--- config.mk ---
export PLATFORM = sky130hd
export DESIGN_NAME = signed_128bit_divider_top
export DESIGN_NICKNAME = d
export VERILOG_FILES = /design/src/design/sdiv_pkg.sv /design/src/design/sdiv_ctrl.sv /design/src/design/sdiv_dp.sv /design/src/design/signed_128bit_divider_top.sv
export SDC_FILE = /design/constraint.sdc
export NUM_CORES = 2
export LEC_CHECK = 0
export BUFFER_PORTS_ARGS = -buffer_cell sky130_fd_sc_hd__buf_2
export CAP_MARGIN = 0
export CORE_UTILIZATION = 43
export CTS_BUF_LIST = sky130_fd_sc_hd__clkbuf_16
export DETAILED_ROUTE_END_ITERATION = 8
export HOLD_SLACK_MARGIN = 0.06
export PLACE_DENSITY_LB_ADDON = 0.25
export SLEW_MARGIN = 0
export SYNTH_ARGS = -nofsm -noshare
export SYNTH_HDL_FRONTEND = slang
export SYNTH_SLANG_ARGS = --single-unit
--- constraint.sdc ---
create_clock -name clk -period 14 [get_ports clk]
set_input_delay 0.7 -clock clk [delete_from_list [all_inputs] [get_ports clk]]
set_output_delay 0.7 -clock clk [all_outputs]
set_load 0.02 [all_outputs]
--- src/design/sdiv_pkg.sv ---
// shared widths and controller/datapath interface types for the signed 128-bit divider
package sdiv_pkg;

  localparam int HALF_W  = 64;
  localparam int WORD_W  = 2 * HALF_W;
  localparam int TDATA_W = 4 * HALF_W;
  localparam int CNT_W   = $clog2(WORD_W);
  localparam logic [CNT_W-1:0] LAST_STEP = CNT_W'(WORD_W - 1);

  typedef struct packed {
    logic load;
    logic neg;
    logic step;
    logic fix;
    logic publish;
  } cmd_t;

  typedef struct packed {
    logic divisor_zero;
  } sts_t;

endpackage

--- src/design/sdiv_ctrl.sv ---
// sequencing state machine and stream handshakes for the signed 128-bit divider
module sdiv_ctrl (
  input  logic          clk,
  input  logic          rst,
  input  logic          in_valid,
  output logic          in_ready,
  output logic          out_valid,
  input  logic          out_ready,
  output sdiv_pkg::cmd_t cmd,
  input  sdiv_pkg::sts_t sts
);
  import sdiv_pkg::*;

  localparam logic [2:0] ST_IDLE = 3'd0;
  localparam logic [2:0] ST_NEG  = 3'd1;
  localparam logic [2:0] ST_ITER = 3'd2;
  localparam logic [2:0] ST_FIX  = 3'd3;
  localparam logic [2:0] ST_DONE = 3'd4;

  logic [2:0]       state;
  logic [2:0]       state_next;
  logic [CNT_W-1:0] cnt;
  logic             out_free;

  assign in_ready = (state == ST_IDLE);
  // output register may be refilled when empty or being drained this cycle
  assign out_free = !out_valid || out_ready;

  always_comb begin
    state_next  = state;
    cmd.load    = 1'b0;
    cmd.neg     = 1'b0;
    cmd.step    = 1'b0;
    cmd.fix     = 1'b0;
    cmd.publish = 1'b0;
    case (state)
      ST_IDLE: begin
        if (in_valid) begin
          cmd.load   = 1'b1;
          state_next = ST_NEG;
        end
      end
      ST_NEG: begin
        cmd.neg    = 1'b1;
        state_next = sts.divisor_zero ? ST_FIX : ST_ITER;
      end
      ST_ITER: begin
        cmd.step = 1'b1;
        if (cnt == LAST_STEP) begin
          state_next = ST_FIX;
        end
      end
      ST_FIX: begin
        cmd.fix    = 1'b1;
        state_next = ST_DONE;
      end
      ST_DONE: begin
        if (out_free) begin
          cmd.publish = 1'b1;
          state_next  = ST_IDLE;
        end
      end
      default: begin
        state_next = ST_IDLE;
      end
    endcase
  end

  always_ff @(posedge clk) begin
    if (rst) begin
      state     <= ST_IDLE;
      cnt       <= '0;
      out_valid <= 1'b0;
    end else begin
      state <= state_next;
      if (state == ST_ITER) begin
        cnt <= cnt + 1'b1;
      end else begin
        cnt <= '0;
      end
      if (cmd.publish) begin
        out_valid <= 1'b1;
      end else if (out_ready) begin
        out_valid <= 1'b0;
      end
    end
  end

  a_iter_ends: assert property (@(posedge clk) disable iff (rst)
    (state == ST_ITER && cnt == LAST_STEP) |=> state == ST_FIX)
    else $error("iteration did not end after the last step");

  a_cnt_idle: assert property (@(posedge clk) disable iff (rst)
    (state != ST_ITER) |=> (state != ST_ITER || cnt == '0))
    else $error("step counter not cleared on entry to iteration");

  a_publish: assert property (@(posedge clk) disable iff (rst)
    cmd.publish |=> (out_valid && state == ST_IDLE))
    else $error("published result not presented");

endmodule

--- src/design/sdiv_dp.sv ---
// operand, quotient and remainder registers with the restoring division step
module sdiv_dp (
  input  logic                          clk,
  input  sdiv_pkg::cmd_t                cmd,
  output sdiv_pkg::sts_t                sts,
  input  logic [sdiv_pkg::WORD_W-1:0]   dividend,
  input  logic [sdiv_pkg::WORD_W-1:0]   divisor,
  output logic [sdiv_pkg::WORD_W-1:0]   quotient,
  output logic [sdiv_pkg::WORD_W-1:0]   remainder,
  output logic                          status
);
  import sdiv_pkg::*;

  logic [WORD_W-1:0] quo;
  logic [WORD_W-1:0] rem;
  logic [WORD_W-1:0] dvs;
  logic              a_neg;
  logic              b_neg;
  logic              dz;

  logic [WORD_W:0]   rem_sh;
  logic [WORD_W+1:0] diff;
  logic              take;

  assign sts.divisor_zero = (dvs == '0);

  // shift in the next dividend bit, then trial subtract
  assign rem_sh = {rem, quo[WORD_W-1]};
  assign diff   = {1'b0, rem_sh} - {2'b00, dvs};
  assign take   = !diff[WORD_W+1];

  always_ff @(posedge clk) begin
    if (cmd.load) begin
      quo   <= dividend;
      dvs   <= divisor;
      a_neg <= dividend[WORD_W-1];
      b_neg <= divisor[WORD_W-1];
    end else if (cmd.neg) begin
      rem <= '0;
      dz  <= sts.divisor_zero;
      if (sts.divisor_zero) begin
        quo   <= '0;
        a_neg <= 1'b0;
        b_neg <= 1'b0;
      end else begin
        quo <= a_neg ? (~quo + 1'b1) : quo;
        dvs <= b_neg ? (~dvs + 1'b1) : dvs;
      end
    end else if (cmd.step) begin
      rem <= take ? diff[WORD_W-1:0] : rem_sh[WORD_W-1:0];
      quo <= {quo[WORD_W-2:0], take};
    end else if (cmd.fix) begin
      quo <= (a_neg ^ b_neg) ? (~quo + 1'b1) : quo;
      rem <= a_neg ? (~rem + 1'b1) : rem;
    end
    if (cmd.publish) begin
      quotient  <= quo;
      remainder <= rem;
      status    <= dz;
    end
  end

  a_zero_result: assert property (@(posedge clk)
    (cmd.publish && dz) |-> (quo == '0 && rem == '0))
    else $error("divide by zero result not cleared");

endmodule

--- src/design/signed_128bit_divider_top.sv ---
// signed 128-bit divider top level: stream ports, controller and datapath
// the controller takes each transaction through load, operand sign fix-up, the 128 restoring
// steps of the single shared subtractor, result sign fix-up and publish; a zero divisor
// skips the steps, and a new transaction is accepted only after the last one is published
// reset: synchronous, active high; clears the controller and drops output valid
module signed_128bit_divider_top (
  input  logic                           clk,
  input  logic                           rst,
  input  logic                           s_axis_tvalid,
  output logic                           s_axis_tready,
  // dividend_hi, dividend_lo, divisor_hi, divisor_lo
  input  logic [sdiv_pkg::TDATA_W-1:0]   s_axis_tdata,
  output logic                           m_axis_tvalid,
  input  logic                           m_axis_tready,
  // quotient_hi, quotient_lo, remainder_hi, remainder_lo
  output logic [sdiv_pkg::TDATA_W-1:0]   m_axis_tdata,
  // status
  output logic                           m_axis_tuser
);
  import sdiv_pkg::*;

  cmd_t              cmd;
  sts_t              sts;
  logic [WORD_W-1:0] dividend;
  logic [WORD_W-1:0] divisor;
  logic [WORD_W-1:0] quotient;
  logic [WORD_W-1:0] remainder;

  assign dividend = {s_axis_tdata[HALF_W-1:0], s_axis_tdata[2*HALF_W-1:HALF_W]};
  assign divisor  = {s_axis_tdata[3*HALF_W-1:2*HALF_W], s_axis_tdata[4*HALF_W-1:3*HALF_W]};

  assign m_axis_tdata = {remainder[HALF_W-1:0], remainder[WORD_W-1:HALF_W],
                         quotient[HALF_W-1:0], quotient[WORD_W-1:HALF_W]};

  sdiv_ctrl u_ctrl (
    .clk       (clk),
    .rst       (rst),
    .in_valid  (s_axis_tvalid),
    .in_ready  (s_axis_tready),
    .out_valid (m_axis_tvalid),
    .out_ready (m_axis_tready),
    .cmd       (cmd),
    .sts       (sts)
  );

  sdiv_dp u_dp (
    .clk       (clk),
    .cmd       (cmd),
    .sts       (sts),
    .dividend  (dividend),
    .divisor   (divisor),
    .quotient  (quotient),
    .remainder (remainder),
    .status    (m_axis_tuser)
  );

endmodule

==> Word level (Yosys, flattened, before mapping) <==
Cells that the tools add are included.
{ "op_classes": {"add_sub_neg": 5, "n_eq_ne": 10, "muxes": 33, "n_bitwise": 6, "reduce_logical": 20} }
{ "ops": {"columns": ["cell", "n"], "rows": [
  ["128-bit two-way mux", 15],
  ["128-bit by 1-bit adder with 128-bit output, second input constant", 3],
  ["128-bit inverter", 3],
  ["129-bit by 128-bit subtractor with 130-bit output", 1],
  ["128-bit zero test", 1],
  ["3-bit one-hot mux with 5 select lines", 1],
  ["1-bit two-way mux", 14],
  ["3-bit AND reduction", 4],
  ["3-bit two-way mux", 3],
  ["2-bit nonzero test", 4],
  ["4-bit nonzero test", 2],
  ["7-bit by 1-bit adder with 7-bit output, second input constant", 1],
  ["7-bit equality test, second input constant", 1],
  ["3-bit by 2-bit equality test with 1-bit output, second input constant", 2],
  ["3-bit nonzero test", 2],
  ["2-bit by 1-bit inequality test with 1-bit output, second input constant", 2],
  ["2-bit inequality test, second input constant", 2],
  ["4-bit by 1-bit inequality test with 1-bit output, second input constant", 1],
  ["2-bit AND reduction", 2],
  ["3-bit by 1-bit equality test with 1-bit output, second input constant", 1],
  ["3-bit equality test, second input constant", 1],
  ["3-bit zero test", 1],
  ["1-bit zero test", 2],
  ["1-bit inverter", 2],
  ["3 further kinds", 3]
]} }
{ "word_totals": {"reg_bits": 655, "input_bits": 260, "out_inout_bits": 259, "word_cells": 86} }

==> Longest topological paths before layout <==
{ "logic_depth": {"ltp_word": 7, "mapped_depth": 21, "mapped_depth_nobuf": 16} }

==> By module <==
Synthesis repeated with hierarchy kept, for this count alone.
{ "hier_totals": {"cells_unflattened": 4545, "hier_area_um2": 42196.7} }
{ "modules_own_cells": {"columns": ["module", "instances", "cells_per_inst", "area_each_um2", "seq_area_each_um2"], "rows": [
  ["sdiv_dp", 1, 4487, 41698.7, 19338.5],
  ["sdiv_ctrl", 1, 58, 498.0, 220.2]
]} }

==> Least setup slack after synthesis <==
OpenSTA, ideal clock, no wires.
{ "synth_timing": {"path_kind": "flip-flop to flip-flop", "from": "reg u_dp.dvs[1]", "to": "reg u_dp.quo[100] (enable)", "setup_time_ps": 924, "arrival_time_ps": 14507, "required_ps": 13076, "slack_ps": -1432, "path_stages_with_launch": 14, "n_path_buf": 2, "period_less_slack_ps": 15432, "cell_sequence": "edfxtp_1 > inv_1 > ha_1 > nor4b_1 > and4_1 > clkbuf_1 > nand4b_1 > nor2b_1 > nand2_1 > nor4_1 > and3_1 > clkbuf_1 > nor3_1 > nor4_1"} }
{ "synth_via": {"elab_chain_len": 3} }
{ "synth_rtl": {"columns": ["item", "line_no", "rtl"], "rows": [
  ["from (decl)", "sdiv_dp.sv:16", "logic [WORD_W-1:0] dvs;"],
  ["from (signal assigned)", "sdiv_dp.sv:35", "dvs <= divisor;"],
  ["from (signal assigned)", "sdiv_dp.sv:47", "dvs <= b_neg ? (~dvs + 1'b1) : dvs;"],
  ["128-bit zero test", "sdiv_dp.sv:25", "assign sts.divisor_zero = (dvs == '0);"],
  ["net sts", "signed_128bit_divider_top.sv:23", "sts_t sts;"],
  ["4-bit by 1-bit inequality test with 1-bit output (no line)", null, null],
  ["3-bit AND reduction (no line)", null, null],
  ["to (signal assigned)", "sdiv_dp.sv:34", "quo <= dividend;"],
  ["to (signal assigned)", "sdiv_dp.sv:46", "quo <= a_neg ? (~quo + 1'b1) : quo;"],
  ["to (signal assigned)", "sdiv_dp.sv:51", "quo <= {quo[WORD_W-2:0], take};"],
  ["to (decl)", "sdiv_dp.sv:14", "logic [WORD_W-1:0] quo;"]
]} }
The timed path passes the listed nets, and every way through them passes these cells.
A chain may end at the register's enable or synchronous reset.

==> Worst setup path in the final report <==
{ "layout_timing": {"from": "reg u_dp.dvs[1]", "to": "reg u_dp.quo[21], data pin"} }
{ "layout_via": {"elab_chain_len": 4} }
{ "layout_rtl": {"columns": ["item", "line_no", "rtl"], "rows": [
  ["128-bit zero test", "sdiv_dp.sv:25", null],
  ["128-bit two-way mux", "sdiv_dp.sv:41", "if (sts.divisor_zero) begin"],
  ["128-bit two-way mux", "sdiv_dp.sv:38", "end else if (cmd.neg) begin"],
  ["128-bit two-way mux", "sdiv_dp.sv:33", "if (cmd.load) begin"]
]} }
No other way between the ends.

==> summary.txt <==
Detailed routing
  • Detailed Route WL: 145,000 um
  • Vias: 37,500
  • First DRT Iteration DRCs: 4,610
  • Number of nets with antenna violations after routing: 0
  • Via/cell ratio: 6.03
  • Drt first pass iters: 6
  • Avg WL per Cell: 23.3 um
  • DRC: 0

Place
  • Port Buffer Count: 518
  • GPL Wtd Cong: 0.955
  • Dpl cells: 6,074
  • HPWL after DPL: 107,000 um

Critical path
  • Req. time, crit path: 14.39 ns
  • CP max stage delay: 0.69 ns
  • Reg2Reg Depth: 17
  • Worst path buffer plus inverter count: 4
  • Worst-path maximum fanout: 42
  • Delay-heaviest family, CP: simple AND/OR/NAND/NOR gates
  • Crit Path Category: flop to flop
  • Reg2Reg Setup Slack: 7.21 ns
  • RR Endpoint: u_dp.quo[21]
  • Startpoint types: flop
  • Worst EP arrival: 7.19 ns
  • Crit end category: flop
  • Slowest cell on the critical path: nor4_1
  • R2r startpoint: u_dp.dvs[1]
  • Worst path cell trace: inv_1 > ha_1 > nor4b_1 > and4_1 > nand4b_1 > nor2b_1 > nand2_1 > nor4_1 > and3_1 > and2_1 > nor2_1 > inv_1 > nor2_2 > inv_2 > buf_4 > nor2_1 > a221o_1

Synthesis
  • Post-synthesis sequential area ratio: 0.467
  • Top FF cell, synth: edfxtp_1
  • Synthesized flop and latch total: 655
  • Post-synthesis cell count: 4,455
  • Asr flop ratio synth: 0
  • Most common cell in the netlist: edfxtp_1
  • Post-synth top area share: 0.461
  • Yosys warning total: 0
  • Post-synth EDFFs: 644
  • Syn Area/Cell: 9.41 um^2
  • Post-synth top cells: edfxtp_1 (644), a21oi_1 (479), nor2_1 (468), nand2_1 (350), o21ai_0 (314)
  • Synth cell types: 84
  • Area contributors post-synth: edfxtp_1 (46%), xnor2_1 (6.2%), a21oi_1 (5.7%)
  • Synthesized area: 41,900 um^2
  • Syn_nets: 4,848
  • Area leader, netlist: edfxtp_1

Layout
  • Layout cells sized above 1: 0.150
  • Layout Nets: 5,268
  • Fill cell count: 9,041
  • Multi-input logic area: 20,800 um^2
  • Sequential Area: 19,600 um^2
  • Synthesis-to-layout area growth: 15.0%
  • Post-Layout Cell Count: 6,221

GRT
  • Met3 usage: 0.0504
  • GRT Util Overall: 0.287
  • GRT overflow: 0
  • Met2 Use GR: 0.451
  • Number of global-route vias before repair: 35,200
  • Global-route wire length before repair: 217,000 um
  • Largest net degree at the start of global routing: 92
  • Met1 Use GR: 0.398
  • Initial antenna violation count: 13
  • Gr busiest metal: met2

Clocking
  • Clock Sinks: 655
  • Hold Buf Count CTS: 0
  • Root buffer cell: clkbuf_16
  • Post-CTS setup buffers: 0
  • CTS Buf Count: 75
  • Clk_lat worst skew: 0.66 ns
  • Clock tree buffer depth: 3
  • Post_cts resized: 0
  • H-tree depth: 3
  • CTS tree: built
  • Clk slew on worst S/H paths: 0.06 ns

Job
  • Max_cap viols: 0

Min path
  • HP Class: primary input to flop
  • Min-delay src: s_axis_tdata[159]
  • Hold Path Depth: 3
  • Hold path endpoint: u_dp.dvs[95]

Pwr
  • Pleak: 0.0177 uW
  • Worst VDD drop: 0.0919 mV
  • Cell Pwr Density: 195 nW/um^2

STA
  • Slew at the pin closest to its max-slew limit: 1.21 ns
  • Final worst path period share: 0.485
  • Slew headroom: 0.195
  • Final hold viol count: 0
  • Final Critical Period: 6.79 ns
  • Max Transition Viols Final: 0
  • RSZ-0062 raised after global routing: no
  • Clk_skew: 0.0348 ns
  • Endpoints failing setup: 0
  • Post-Route Setup TNS: 0 ns
  • Fmax: 0.147 GHz

Floorplan
  • Die extent in x: 314 um
  • Io pins: 519
  • Core ar.: 96,600 um^2
  • Initial Util: 0.434
  • Total die area: 98,700 um^2
  • Die Y-Extent: 314 um
  • Row cnt: 114

Status
  • Status: finished, final reports clean
-- cell families (layout without fill, tap and decap cells) --
logic type	after synthesis	after routing	share of synthesized area
AO/OA/AOI/OAI	1285	1285	0.185
other	0	10	0
XOR/XNOR	415	415	0.0867
multiplexers	25	25	0.00612
buffers and inverters	430	910	0.0393
flip-flops	655	655	0.467
adder cells (fa/ha/maj)	133	133	0.0399
AND/OR/NAND/NOR	1512	1512	0.176
-- where the power goes --
part / switching (uW) / internal (uW)
logic: 2480 / 1420
registers: 633 / 2830
clock network: 860 / 1170
total: 3970 / 5430
-- layer usage --
layer  up-vias  part of all wire
met2      1749              0.45
met4         8             0.030
li1      17500                 -
met5         -           0.00032
met3       242             0.088
met1     18100              0.43
-- flip-flops by register name (all words and copies together) (netlist names) --
| name | cells |
|---|---|
| u_dp.quo | 128 |
| u_dp.rem | 128 |
| u_dp.quotient | 128 |
| u_dp.dz | 1 |
| u_dp.b_neg | 1 |
| u_dp.remainder | 128 |
| u_ctrl.cnt | 7 |
| u_ctrl.out_valid | 1 |
| u_dp.a_neg | 1 |
| u_dp.dvs | 128 |
| u_dp.status | 1 |
| u_ctrl.state | 3 |
-- placed cells by master, fill, tap and decap left out, types with 17 or more instances in the layout --
cell type / instances
a211oi_1: 21
a21o_1: 62
a21oi_1: 479
a221o_1: 25
a22oi_1: 101
a31oi_1: 39
and3_1: 24
buf_2: 518
buf_4: 43
clkbuf_16: 77
clkinv_2: 18
edfxtp_1: 644
ha_1: 132
inv_1: 214
mux2i_1: 20
nand2_1: 346
nand2b_1: 28
nand3_1: 78
nand3b_1: 19
nand4_1: 74
nor2_1: 464
nor3_1: 168
nor4_1: 76
o211ai_1: 46
o21ai_0: 314
o21bai_1: 45
o22ai_1: 40
or2_2: 17
or3_1: 69
or4_1: 44
xnor2_1: 298
xor2_1: 117
-- worst max path at each step --
stage,start,to,slack (ns),cells after the start
3_3_place_gp,u_dp.dvs[1],u_dp.quo[21],7.31,17
3_5_place_dp,u_dp.dvs[1],u_dp.quo[27],7.15,17
6_report,u_dp.dvs[1],u_dp.quo[21],7.21,17
4_1_cts,u_dp.dvs[1],u_dp.quo[21],7.15,17
2_1_floorplan,m_axis_tready,u_dp.quotient[0],1.71,2
5_1_grt,u_dp.dvs[1],u_dp.quo[21],6.57,17
-- layout make-up --
type / count / share of cell area
diodes: 10 / 0.000519
flip-flops and latches: 655 / 0.406
inverters: 212 / 0.0166
clock inverters: 60 / 0.0121
repair buffers: 561 / 0.0605
multi-input cells: 3370 / 0.431
well taps: 1276 / 0.0331
clock buffers: 77 / 0.0400
-- stage by stage --
step	utilization	setup slack (ns)	instance area, um^2	hold WS, ns	power (uW)
after floorplan	-	1.71	41900	0.400	6110
after global placement	0.473	7.31	45700	0.420	7260
after detailed placement	0.473	7.15	45700	0.413	7280
after CTS	0.499	7.15	48200	0.295	9350
after global routing	0.499	6.57	48200	0.312	9950
final	0.499	7.21	48200	0.324	9400
-- worst register-to-register path, stage by stage, from the launching register on --
cell,delay [ns]
edfxtp_1,0.38
inv_1,0.15
ha_1,0.22
nor4b_1,0.57
and4_1,0.51
nand4b_1,0.46
nor2b_1,0.46
nand2_1,0.22
nor4_1,0.70
and3_1,0.48
and2_1,0.57
nor2_1,0.23
inv_1,0.15
nor2_2,0.05
inv_2,0.56
buf_4,0.46
nor2_1,0.11
a221o_1,0.27
No activity file was read; power rests on OpenSTA's default activity.
